===== src/hdl/sfp_pkg.sv =====
package sfp_pkg;

  localparam int SAMPLE_W   = 16;
  localparam int BYTE_W     = 8;
  localparam int SPF_W      = 7;
  localparam int CFG_DATA_W = 32;
  localparam int CFG_ADDR_W = 3;

  localparam logic [SPF_W-1:0]  SPF_RESET  = 7'd40;
  localparam logic [BYTE_W-1:0] SYNC_FIRST = 8'hAA;
  localparam logic [BYTE_W-1:0] SYNC_SECOND = 8'h55;

  // register index taken from paddr[2]
  localparam logic CFG_IDX_SPF = 1'b0;

  localparam int QUEUE_DEPTH = 4;

  typedef struct packed {
    logic [SAMPLE_W-1:0] sample;
    logic                first;
    logic                last;
    logic [BYTE_W-1:0]   len_byte;
    logic [BYTE_W-1:0]   csum;
  } sfp_entry_t;

  typedef enum logic [2:0] {
    BS_START,
    BS_SYNC2,
    BS_LEN,
    BS_HI,
    BS_LO,
    BS_CSUM
  } sfp_step_t;

endpackage


===== src/hdl/sfp_sample_if.sv =====
interface sfp_sample_if;
  logic                         valid;
  logic                         ready;
  logic [sfp_pkg::SAMPLE_W-1:0] sample;

  modport source (output valid, output sample, input ready);
  modport sink   (input valid, input sample, output ready);
endinterface


===== src/hdl/sfp_byte_if.sv =====
interface sfp_byte_if;
  logic                       valid;
  logic                       ready;
  logic [sfp_pkg::BYTE_W-1:0] frame_byte;
  logic                       end_of_frame;

  modport source (output valid, output frame_byte, output end_of_frame, input ready);
  modport sink   (input valid, input frame_byte, input end_of_frame, output ready);
endinterface


===== src/hdl/sfp_front.sv =====
module sfp_front (
  input  logic                        clk,
  input  logic                        rst_n,
  input  logic [sfp_pkg::SPF_W-1:0]   spf,
  sfp_sample_if.sink                  in_ch,
  input  logic                        q_full,
  output logic                        q_push,
  output sfp_pkg::sfp_entry_t         q_entry
);

  logic [sfp_pkg::SPF_W-1:0]  pos_r, pos_nxt;
  logic [sfp_pkg::BYTE_W-1:0] sum_r, sum_nxt;
  logic [sfp_pkg::SPF_W-1:0]  count;
  logic [sfp_pkg::BYTE_W-1:0] base_sum;
  logic [sfp_pkg::BYTE_W-1:0] new_sum;
  logic                       first;
  logic                       last;

  assign in_ch.ready = !q_full;
  assign q_push      = in_ch.valid && !q_full;

  always_comb begin
    count    = (spf == '0) ? sfp_pkg::SPF_W'(1) : spf;
    first    = (pos_r == '0);
    base_sum = first ? '0 : sum_r;
    new_sum  = base_sum + in_ch.sample[sfp_pkg::BYTE_W-1:0]
             + in_ch.sample[sfp_pkg::SAMPLE_W-1:sfp_pkg::BYTE_W];
    last     = ({1'b0, pos_r} + 8'd1) >= {1'b0, count};

    q_entry.sample   = in_ch.sample;
    q_entry.first    = first;
    q_entry.last     = last;
    q_entry.len_byte = {count, 1'b0};
    q_entry.csum     = new_sum;

    pos_nxt = pos_r;
    sum_nxt = sum_r;
    if (q_push) begin
      pos_nxt = last ? '0 : pos_r + sfp_pkg::SPF_W'(1);
      sum_nxt = last ? '0 : new_sum;
    end
  end

  always_ff @(posedge clk) begin
    if (!rst_n) begin
      pos_r <= '0;
      sum_r <= '0;
    end else begin
      pos_r <= pos_nxt;
      sum_r <= sum_nxt;
    end
  end

endmodule


===== src/hdl/sfp_queue.sv =====
module sfp_queue #(
  parameter int DEPTH = sfp_pkg::QUEUE_DEPTH
) (
  input  logic                clk,
  input  logic                rst_n,
  input  logic                push,
  input  sfp_pkg::sfp_entry_t push_entry,
  input  logic                pop,
  output logic                full,
  output logic                empty,
  output sfp_pkg::sfp_entry_t head
);

  localparam int PTR_W = (DEPTH > 1) ? $clog2(DEPTH) : 1;
  localparam int CNT_W = $clog2(DEPTH + 1);

  sfp_pkg::sfp_entry_t mem_r [DEPTH];
  logic [PTR_W-1:0] wr_ptr_r, rd_ptr_r;
  logic [CNT_W-1:0] cnt_r;

  assign full  = (cnt_r == CNT_W'(DEPTH));
  assign empty = (cnt_r == '0);
  assign head  = mem_r[rd_ptr_r];

  always_ff @(posedge clk) begin
    if (push) begin
      mem_r[wr_ptr_r] <= push_entry;
    end
  end

  always_ff @(posedge clk) begin
    if (!rst_n) begin
      wr_ptr_r <= '0;
      rd_ptr_r <= '0;
      cnt_r    <= '0;
    end else begin
      if (push) begin
        wr_ptr_r <= (wr_ptr_r == PTR_W'(DEPTH - 1)) ? '0 : wr_ptr_r + PTR_W'(1);
      end
      if (pop) begin
        rd_ptr_r <= (rd_ptr_r == PTR_W'(DEPTH - 1)) ? '0 : rd_ptr_r + PTR_W'(1);
      end
      if (push && !pop) begin
        cnt_r <= cnt_r + CNT_W'(1);
      end else if (pop && !push) begin
        cnt_r <= cnt_r - CNT_W'(1);
      end
    end
  end

endmodule


===== src/hdl/sfp_back.sv =====
module sfp_back (
  input  logic                clk,
  input  logic                rst_n,
  input  logic                q_empty,
  input  sfp_pkg::sfp_entry_t q_head,
  output logic                q_pop,
  sfp_byte_if.source          out_ch
);

  sfp_pkg::sfp_step_t step_r, step_nxt;

  logic                       out_valid_r;
  logic [sfp_pkg::BYTE_W-1:0] out_byte_r, out_byte_nxt;
  logic                       out_eof_r, out_eof_nxt;
  logic                       load;
  logic                       advance;

  assign out_ch.valid        = out_valid_r;
  assign out_ch.frame_byte   = out_byte_r;
  assign out_ch.end_of_frame = out_eof_r;

  assign load    = !out_valid_r || out_ch.ready;
  assign advance = load && !q_empty;

  always_comb begin
    step_nxt     = step_r;
    out_byte_nxt = q_head.sample[sfp_pkg::BYTE_W-1:0];
    out_eof_nxt  = 1'b0;
    q_pop        = 1'b0;
    case (step_r)
      sfp_pkg::BS_START: begin
        if (q_head.first) begin
          out_byte_nxt = sfp_pkg::SYNC_FIRST;
          step_nxt     = sfp_pkg::BS_SYNC2;
        end else begin
          step_nxt     = sfp_pkg::BS_HI;
        end
      end
      sfp_pkg::BS_SYNC2: begin
        out_byte_nxt = sfp_pkg::SYNC_SECOND;
        step_nxt     = sfp_pkg::BS_LEN;
      end
      sfp_pkg::BS_LEN: begin
        out_byte_nxt = q_head.len_byte;
        step_nxt     = sfp_pkg::BS_LO;
      end
      sfp_pkg::BS_LO: begin
        step_nxt = sfp_pkg::BS_HI;
      end
      sfp_pkg::BS_HI: begin
        out_byte_nxt = q_head.sample[sfp_pkg::SAMPLE_W-1:sfp_pkg::BYTE_W];
        if (q_head.last) begin
          step_nxt = sfp_pkg::BS_CSUM;
        end else begin
          step_nxt = sfp_pkg::BS_START;
          q_pop    = advance;
        end
      end
      sfp_pkg::BS_CSUM: begin
        out_byte_nxt = q_head.csum;
        out_eof_nxt  = 1'b1;
        step_nxt     = sfp_pkg::BS_START;
        q_pop        = advance;
      end
      default: begin
        step_nxt = sfp_pkg::BS_START;
      end
    endcase
    if (!advance) begin
      step_nxt = step_r;
    end
  end

  always_ff @(posedge clk) begin
    if (!rst_n) begin
      step_r      <= sfp_pkg::BS_START;
      out_valid_r <= 1'b0;
    end else begin
      step_r <= step_nxt;
      if (load) begin
        out_valid_r <= advance;
      end
    end
  end

  always_ff @(posedge clk) begin
    if (advance) begin
      out_byte_r <= out_byte_nxt;
      out_eof_r  <= out_eof_nxt;
    end
  end

endmodule


===== src/hdl/sample_frame_packer_unit.sv =====
// Sample frame packer: takes 16-bit samples and sends a byte stream of frames
// 0xAA, 0x55, length (2 x samples_per_frame), each sample low byte first, then
// the modulo-256 sum of the payload bytes with end_of_frame set. A front stage
// takes one sample per cycle into a small queue while it has room; the back
// stage sends one byte per cycle while the receiver takes it and sets the rate.
// A sample costs two bytes, plus three header bytes for a frame's first sample
// and a checksum byte for its last. The first byte passes the queue and the
// output register. samples_per_frame of 0 acts as 1; a new size applies from
// the next sample on. Write configuration only while the block is idle.
module sample_frame_packer_unit #(
  parameter int QUEUE_DEPTH = sfp_pkg::QUEUE_DEPTH
) (
  input  logic                             clk,
  input  logic                             rst_n,
  sfp_sample_if.sink                       in_ch,
  sfp_byte_if.source                       out_ch,
  input  logic                             cfg_psel,
  input  logic                             cfg_penable,
  input  logic                             cfg_pwrite,
  input  logic [sfp_pkg::CFG_ADDR_W-1:0]   cfg_paddr,
  input  logic [sfp_pkg::CFG_DATA_W-1:0]   cfg_pwdata,
  output logic [sfp_pkg::CFG_DATA_W-1:0]   cfg_prdata,
  output logic                             cfg_pready
);

  logic [sfp_pkg::SPF_W-1:0] spf_r;
  logic                      cfg_wr;
  logic                      q_push, q_pop, q_full, q_empty;
  sfp_pkg::sfp_entry_t       q_entry, q_head;

  assign cfg_pready = 1'b1;
  assign cfg_wr     = cfg_psel && cfg_penable && cfg_pwrite
                   && (cfg_paddr[2] == sfp_pkg::CFG_IDX_SPF);

  always_ff @(posedge clk) begin
    if (!rst_n) begin
      spf_r <= sfp_pkg::SPF_RESET;
    end else if (cfg_wr) begin
      spf_r <= cfg_pwdata[sfp_pkg::SPF_W-1:0];
    end
  end

  always_comb begin
    cfg_prdata = '0;
    if (cfg_paddr[2] == sfp_pkg::CFG_IDX_SPF) begin
      cfg_prdata = {{(sfp_pkg::CFG_DATA_W - sfp_pkg::SPF_W){1'b0}}, spf_r};
    end
  end

  sfp_front u_front (
    .clk     (clk),
    .rst_n   (rst_n),
    .spf     (spf_r),
    .in_ch   (in_ch),
    .q_full  (q_full),
    .q_push  (q_push),
    .q_entry (q_entry)
  );

  sfp_queue #(
    .DEPTH (QUEUE_DEPTH)
  ) u_queue (
    .clk        (clk),
    .rst_n      (rst_n),
    .push       (q_push),
    .push_entry (q_entry),
    .pop        (q_pop),
    .full       (q_full),
    .empty      (q_empty),
    .head       (q_head)
  );

  sfp_back u_back (
    .clk     (clk),
    .rst_n   (rst_n),
    .q_empty (q_empty),
    .q_head  (q_head),
    .q_pop   (q_pop),
    .out_ch  (out_ch)
  );

endmodule


===== src/flat_wrapper.sv =====
// flat-port wrapper written by rule: the top's interface ports become plain ports
module sample_frame_packer_unit_flat 
#(
  parameter int QUEUE_DEPTH = sfp_pkg::QUEUE_DEPTH
)
  (clk, rst_n, cfg_psel, cfg_penable, cfg_pwrite, cfg_paddr, cfg_pwdata, cfg_prdata, cfg_pready, in_ch_valid, in_ch_sample, in_ch_ready, out_ch_valid, out_ch_frame_byte, out_ch_end_of_frame, out_ch_ready);
  sfp_sample_if in_ch_i ();
  sfp_byte_if out_ch_i ();
  input  logic clk;
  input  logic rst_n;
  input  logic cfg_psel;
  input  logic cfg_penable;
  input  logic cfg_pwrite;
  input  logic [sfp_pkg::CFG_ADDR_W-1:0] cfg_paddr;
  input  logic [sfp_pkg::CFG_DATA_W-1:0] cfg_pwdata;
  output logic [sfp_pkg::CFG_DATA_W-1:0] cfg_prdata;
  output logic cfg_pready;
  input wire logic [$bits(in_ch_i.valid)-1:0] in_ch_valid;
  input wire logic [$bits(in_ch_i.sample)-1:0] in_ch_sample;
  output wire logic [$bits(in_ch_i.ready)-1:0] in_ch_ready;
  output wire logic [$bits(out_ch_i.valid)-1:0] out_ch_valid;
  output wire logic [$bits(out_ch_i.frame_byte)-1:0] out_ch_frame_byte;
  output wire logic [$bits(out_ch_i.end_of_frame)-1:0] out_ch_end_of_frame;
  input wire logic [$bits(out_ch_i.ready)-1:0] out_ch_ready;
  assign in_ch_i.valid = in_ch_valid;
  assign in_ch_i.sample = in_ch_sample;
  assign in_ch_ready = in_ch_i.ready;
  assign out_ch_valid = out_ch_i.valid;
  assign out_ch_frame_byte = out_ch_i.frame_byte;
  assign out_ch_end_of_frame = out_ch_i.end_of_frame;
  assign out_ch_i.ready = out_ch_ready;
  sample_frame_packer_unit #(.QUEUE_DEPTH(QUEUE_DEPTH)) u_core (.clk(clk), .rst_n(rst_n), .in_ch(in_ch_i), .out_ch(out_ch_i), .cfg_psel(cfg_psel), .cfg_penable(cfg_penable), .cfg_pwrite(cfg_pwrite), .cfg_paddr(cfg_paddr), .cfg_pwdata(cfg_pwdata), .cfg_prdata(cfg_prdata), .cfg_pready(cfg_pready));
endmodule

===== config.mk =====
export PLATFORM = sky130hd
export DESIGN_NAME = sample_frame_packer_unit_flat
export DESIGN_NICKNAME = d
export VERILOG_FILES = /design/src/hdl/sfp_pkg.sv /design/src/hdl/sfp_sample_if.sv /design/src/hdl/sfp_byte_if.sv /design/src/hdl/sfp_front.sv /design/src/hdl/sfp_queue.sv /design/src/hdl/sfp_back.sv /design/src/hdl/sample_frame_packer_unit.sv /design/src/flat_wrapper.sv
export SDC_FILE = /design/constraint.sdc
export NUM_CORES = 1
export LEC_CHECK = 0
export ABC_AREA = 0
export BUFFER_PORTS_ARGS = -buffer_cell sky130_fd_sc_hd__buf_2
export CAP_MARGIN = 20
export CORE_UTILIZATION = 50
export DETAILED_ROUTE_END_ITERATION = 12
export GPL_TIMING_DRIVEN = 0
export PLACE_DENSITY = 0.73
export SLEW_MARGIN = 20
export SYNTH_ARGS = -nofsm -noshare
export SYNTH_HDL_FRONTEND = slang
export SYNTH_SLANG_ARGS = --single-unit

===== constraint.sdc =====
create_clock -name clk -period 3.3 [get_ports clk]
set_input_delay 0.33 -clock clk [delete_from_list [all_inputs] [get_ports clk]]
set_output_delay 0.33 -clock clk [all_outputs]
set_load 0.05 [all_outputs]

* Yosys cells after proc, flatten, opt, wreduce, memory -nomap -nowiden
Memories as Yosys holds them, arrays and structs flattened. A register that Yosys moved wholly into a read port is not among the register bits. Cells that the tools add are included.
Storage, ports and cells: register bits 42, latch bits 0, bits in writable memories 132, memory bits (read-only) 0, input port bits 58, output and inout bits 44, word-level logic and storage cells 68, memories 1
Cells by class: add/subtract/negate cells 8, $mul 0, div/mod/pow operators 0, magnitude comparators 1, equality and inequality tests 8, shift-type cells 0, muxes and demuxes 21, bitwise logic cells 1, reduce and logical (&&, ||, !) cells 18
Memory list:
- u_core.u_queue.mem_r | words 4, width 33, rd ports 1, clocked after Yosys merged registers in 1, wr ports 1, RTL line sfp_queue.sv:17 | sfp_pkg::sfp_entry_t mem_r [DEPTH];
Operators with widths (count):
- $pmux W8 S5 | 1
- $mux W8 | 3
- $mux W7 | 3
- $add A8 B8 Y8 | 2
- $pmux W3 S5 | 1
- $logic_not A7 Y1 | 2
- $mux W2 | 5
- $eq A3 B3 Y1 const B | 3
- $mux W3 | 3
- $add A7 B1 Y8 const B | 1
- $ge A8 B7 Y1 | 1
- $add A7 B1 Y7 const B | 1
- $logic_and A1 B1 Y1 | 7
- $eq A3 B2 Y1 const B | 2
- $logic_not A3 Y1 | 2
- $logic_not A1 Y1 | 5
- $add A2 B1 Y2 const B | 2
- $eq A2 B2 Y1 const B | 2
- $mux W1 | 4
- $add A3 B1 Y3 const B | 1
- $eq A3 B1 Y1 const B | 1
- $sub A3 B1 Y3 const B | 1
- $pmux W1 S2 | 1
- $reduce_bool A2 Y1 | 1
- 2 further kinds | 2

* Longest topological paths before layout
word-level depth 8, depth in mapped cells 13, mapped depth without buffers 13

* By module
Synthesis repeated with hierarchy kept, for this count alone.
Second synthesis, totals: cells, all modules 601, area total of the unflattened synthesis 8587.0 um^2
Modules (own cells, without submodules):
- sfp_queue | times used 1, cells an instance 222, area an instance 5412.7 um^2, seq. area each 4264.1 um^2
- sfp_front | times used 1, cells an instance 213, area an instance 1720.4 um^2, seq. area each 300.3 um^2
- sfp_back | times used 1, cells an instance 100, area an instance 892.1 um^2, seq. area each 350.3 um^2
- sample_frame_packer_unit | times used 1, cells an instance 66, area an instance 561.8 um^2, seq. area each 140.1 um^2

* Worst setup path after synthesis
No wires, ideal clock.
kind flip-flop to flip-flop, start register u_core.u_front.pos_r[3] (netlist bit), end register u_core.u_front.sum_r[7] (netlist bit), library setup time 116 ps, arrival time 3007 ps, data required time 3184 ps, setup slack 177 ps, stages on the path, launching flop included 12, period minus slack after synthesis 3123 ps, cells stage by stage dfxtp_1 buf_2 nor4_1 nand3_1 and2_1 fa_1 fa_1 a211oi_1 o21bai_1 a21oi_1 xnor2_1 a41o_1
RTL lines:
- start: declaration | RTL line sfp_front.sv:11 | logic [sfp_pkg::SPF_W-1:0] pos_r, pos_nxt;
- start signal: assignment | RTL line sfp_front.sv:49 | pos_r <= pos_nxt;
- end signal: assignment | RTL line sfp_front.sv:50 | sum_r <= sum_nxt;
- end: declaration | RTL line sfp_front.sv:12 | logic [sfp_pkg::BYTE_W-1:0] sum_r, sum_nxt;

==> results_tabular.tex <==
\begin{tabular}{lr}
\hline
Metric & Value \\
\hline
\multicolumn{2}{l}{\textbf{Detailed routing}} \\
\quad DRT Wirelength & approximately 18000 µm \\
\quad Number of iterations in the first detailed-routing pass & 5 \\
\quad Total vias in the final route & 5114 \\
\quad Average routed wire per standard cell & 19.94 µm \\
\quad Iteration-0 DRC Markers & 660 \\
\quad DRC viols & 0 \\
\quad Remaining antenna violation count & 0 \\
\quad Number of vias per cell after detailed routing & between 5 and 6 \\
\multicolumn{2}{l}{\textbf{Placed design}} \\
\quad GP Congestion & $\sim$0.86 \\
\quad DP Worst Slack & -359.0 ps \\
\quad Post-placement cell area & a little under 0.009 mm² \\
\quad Post-detail-place hpwl & between 10000 and 15000 µm \\
\quad Number of input and output port buffers inserted & 48 \\
\multicolumn{2}{l}{\textbf{Clock network}} \\
\quad Maximum clock insertion buffer count & 2 \\
\quad Number of hold buffers added after CTS & 0 \\
\quad Root buf cell & sky130\_fd\_sc\_hd\_\_clkbuf\_16 \\
\quad Clk Latency, worst-skew pair & between 400 and 500 ps \\
\quad Depth of the CTS H-tree & 4 \\
\quad Clock sink count & between 150 and 200 \\
\quad Number of clock buffers inserted by TritonCTS & 17 \\
\quad Clock transition time at the flip-flop clock pins of the worst setup and hold paths & about 60 ps \\
\quad CTS tree & done \\
\multicolumn{2}{l}{\textbf{Logic synthesis}} \\
\quad Cell types occupying the most area after synthesis & sky130\_fd\_sc\_hd\_\_edfxtp\_1 (53\%), sky130\_fd\_sc\_hd\_\_dfxtp\_1 (8.7\%), sky130\_fd\_sc\_hd\_\_mux4\_2 (8.4\%) \\
\quad Commonest register cell after synthesis & sky130\_fd\_sc\_hd\_\_edfxtp\_1 \\
\quad Share of synthesized flip-flops with an asynchronous set or reset & 0\% \\
\quad Gate Count Post-Synth & 570 \\
\quad Average instance area after synthesis & between 10 and 15 µm² \\
\quad Area share of the largest cell type after synthesis & 52.51\% \\
\quad Seq/Total Area, Yosys & about three fifths \\
\quad Number of warnings reported in the yosys synthesis log & 0 \\
\quad Seq cells post-synth & between 150 and 200 \\
\quad Number of synthesized flops with an enable pin & roughly 140 \\
\quad Library cells used by synthesis & 54 \\
\quad Post-synthesis cell type with the largest combined area & sky130\_fd\_sc\_hd\_\_edfxtp\_1 \\
\quad Netlist area before placement & $\sim$0.0081 mm² \\
\multicolumn{2}{l}{\textbf{Critical path}} \\
\quad R2r setup slk & between 100 and 150 ps \\
\quad Delay contributed by the slowest stage of the critical path & 500 ps \\
\quad Crit path kind & reg -> reg \\
\quad Data required time of the critical path & 3620 ps \\
\quad Endpoint arrival time on the critical path & roughly 3500 ps \\
\quad Category of the worst setup path capture point & flop \\
\quad Crit path buffers/inverters & 2 \\
\quad List of cells traversed by the critical path & buf\_2 > nor4\_4 > nand3\_2 > buf\_6 > and2\_1 > fa\_1 > ha\_1 > nor2\_1 > a21oi\_1 > o2111ai\_4 > a41o\_1 \\
\quad Crit path max fanout & 7 \\
\quad Cell family contributing the most delay on the critical path & adder cells \\
\quad Cell with the biggest individual delay on the critical path & sky130\_fd\_sc\_hd\_\_ha\_1 \\
\quad Critical path startpoint category & flop \\
\multicolumn{2}{l}{\textbf{Floorplan}} \\
\quad Full die area & between 0.015 and 0.02 mm² \\
\quad Die Y & between 100 and 150 µm \\
\quad Number of top-level pins & between 100 and 150 \\
\quad Area of the core & approximately 0.016 mm² \\
\quad Row count & 46 \\
\quad Initial core utilization & between 50\% and 60\% \\
\quad Horizontal die dimension & between 100 and 150 µm \\
\multicolumn{2}{l}{\textbf{Global routing}} \\
\quad Maximum number of pins on one net before global-route repair & 27 \\
\quad GRT Overall Usage & between 20\% and 30\% \\
\quad Number of antenna violations at the first check in global routing & 0 \\
\quad Grt met1 use & just under 30\% \\
\quad First-pass GRT wire length & around 27000 µm \\
\quad Via count of the first global-routing pass & 5099 \\
\quad M3 GR Usage & around 5.4\% \\
\quad Met2 Track Usage GR & 38.00\% \\
\quad Overflow left after global routing & 0 \\
\quad GRT Max-Usage Layer & met2 \\
\multicolumn{2}{l}{\textbf{STA}} \\
\quad Final hold violation count & 0 \\
\quad Timing-limited maximum frequency & 0.3127 GHz \\
\quad Fin crit period & between 3000 and 4000 ps \\
\quad Period utilisation layout & between 90\% and 100\% \\
\quad Worst-margin pin slew & about 700 ps \\
\quad Max-slew headroom & a little over half \\
\quad Post-layout worst setup margin & between 100 and 150 ps \\
\quad Number of max-slew violations in the final report & 0 \\
\quad Largest clock skew in the final design & 7.921 ps \\
\quad Final Hold Slack & 129.2 ps \\
\quad TNS Setup & 0 ps \\
\quad Final setup violation count & 0 \\
\multicolumn{2}{l}{\textbf{Finish}} \\
\quad Count of nets after finishing & 755 \\
\quad Final standard cell area without fillers & around 0.0094 mm² \\
\quad Fraction of final layout cells sized beyond drive strength 1 & 25.44\% \\
\quad Relative area change from synthesis to final layout & 16.62\% \\
\quad N\_diodes & 0 \\
\quad Count of fill cells added during filler insertion & 1231 \\
\multicolumn{2}{l}{\textbf{Job}} \\
\quad Max-capacitance violation count & 0 \\
\multicolumn{2}{l}{\textbf{Pwr}} \\
\quad Worst ir drop on vdd & around 0.40 mV \\
\quad Static Leakage & approximately 3.5 nW \\
\quad Power per Cell Area & 695.0 mW/mm² \\
\quad Sum of internal, switching and leakage power & $\sim$6.5 mW \\
\multicolumn{2}{l}{\textbf{Status}} \\
\quad Run status & complete, no violations \\
\multicolumn{2}{l}{\textbf{Hold path}} \\
\quad Worst hold path class & in -> reg \\
\hline
\end{tabular}
[kinds of logic (layout without fill, tap and decap cells)]
logic type,Yosys count,in the layout,synth area share (%)
multiplexers,41,41,10.35
buffers and inverters,98,184,6.330
adder cells (fa/ha/maj),30,30,5.493
XOR/XNOR,12,12,1.303
other,2,26,0.09313
AND/OR/NAND/NOR,110,110,6.517
flip-flops,176,176,61.19
AO/OA/AOI/OAI,101,101,8.720
[through the flow]
stage	instances	util (%)
after floorplan	594	-
after global placement	858	54.74
after detailed placement	862	55.28
after CTS	896	59.10
after global routing	896	59.41
final	896	59.41
[cell type report]
type / count / area, µm² / area share, %
clock buffers: 20 / 436.7 / 4.643
inverters: 37 / 138.9 / 1.477
well taps: 216 / 270.3 / 2.874
flip-flops and latches: 176 / 4936 / 52.49
clock inverters: 12 / 118.9 / 1.264
repair buffers: 55 / 346.6 / 3.685
multi-input cells: 320 / 2789 / 29.66
plain buffers: 60 / 367.9 / 3.912
[cells in the final DEF, fill, tap and decap left out, types with 15 or more instances in the layout]
| cell | instances |
|---|---|
| sky130_fd_sc_hd__nand2_1 | 30 |
| sky130_fd_sc_hd__edfxtp_1 | 141 |
| sky130_fd_sc_hd__conb_1 | 26 |
| sky130_fd_sc_hd__a21oi_1 | 22 |
| sky130_fd_sc_hd__o21ai_0 | 15 |
| sky130_fd_sc_hd__nor2_1 | 35 |
| sky130_fd_sc_hd__mux4_2 | 30 |
| sky130_fd_sc_hd__buf_2 | 57 |
| sky130_fd_sc_hd__inv_1 | 37 |
| sky130_fd_sc_hd__dfxtp_1 | 34 |
| sky130_fd_sc_hd__clkbuf_1 | 21 |
| sky130_fd_sc_hd__buf_4 | 31 |
| sky130_fd_sc_hd__ha_1 | 20 |
| sky130_fd_sc_hd__clkbuf_16 | 17 |
[metal layers]
metal | routed length [µm] | up-vias
li1 | - | 2291
met1 | 7175 | 2536
met2 | 8874 | 253
met3 | 1440 | 34
met4 | 379 | 0
met5 | 0 | -
[registers in the layout, summed over array words and instances (netlist names), named ones only]
register                           cells
u_core.u_back.out_ch.valid             1
u_core.u_queue.mem_r                 132
u_core.u_back.step_r                   3
u_core.u_queue.rd_ptr_r                2
u_core.u_front.sum_r                   8
u_core.spf_r                           7
u_core.u_queue.wr_ptr_r                2
u_core.u_queue.cnt_r                   3
u_core.u_front.pos_r                   7
u_core.u_back.out_ch.end_of_frame      1
u_core.u_back.out_ch.frame_byte        8
[final timing paths]
kind         depth (start not counted)                     from                       to
max                                 11  u_core.u_front.pos_r[3]  u_core.u_front.sum_r[6]
min                                  3            cfg_pwdata[2]          u_core.spf_r[2]
max reg2reg                         11  u_core.u_front.pos_r[3]  u_core.u_front.sum_r[6]
min reg2reg                          2  u_core.u_front.sum_r[1]  u_core.u_front.sum_r[1]
[what timing repair did]
item | 4_1_cts | 5_1_grt
setup buffers | 2 | 1
pin swaps | 1 | 2
setup endpoints to repair | 16 | 11
resized for setup | 6 | 8
[cells in the mapped netlist (8+ instances only)]
cell type,number
sky130_fd_sc_hd__o211ai_1,9
sky130_fd_sc_hd__mux4_2,30
sky130_fd_sc_hd__a21oi_1,23
sky130_fd_sc_hd__o21ai_0,15
sky130_fd_sc_hd__nor2_1,35
sky130_fd_sc_hd__edfxtp_1,141
sky130_fd_sc_hd__nand3_1,10
sky130_fd_sc_hd__fa_1,9
sky130_fd_sc_hd__nand2_1,30
sky130_fd_sc_hd__ha_1,21
sky130_fd_sc_hd__inv_1,37
sky130_fd_sc_hd__buf_4,29
sky130_fd_sc_hd__dfxtp_1,35
sky130_fd_sc_hd__clkbuf_1,19
sky130_fd_sc_hd__buf_2,9
sky130_fd_sc_hd__o2111ai_1,11
sky130_fd_sc_hd__mux2i_1,8
[where the power goes]
group          internal (mW)  total [mW]  switching, mW
clock                   1.10        1.91          0.803
sequential              2.77        2.87          0.100
combinational          0.584        1.76           1.17
total                   4.46        6.54           2.08
[worst min-delay path, delay by kind of cell]
family,cells,cell delay [ps]
buffers and inverters,1,70
AND/OR/NAND/NOR,1,70
multiplexers,1,50
Note: power is estimated with default switching activity, not from simulation.
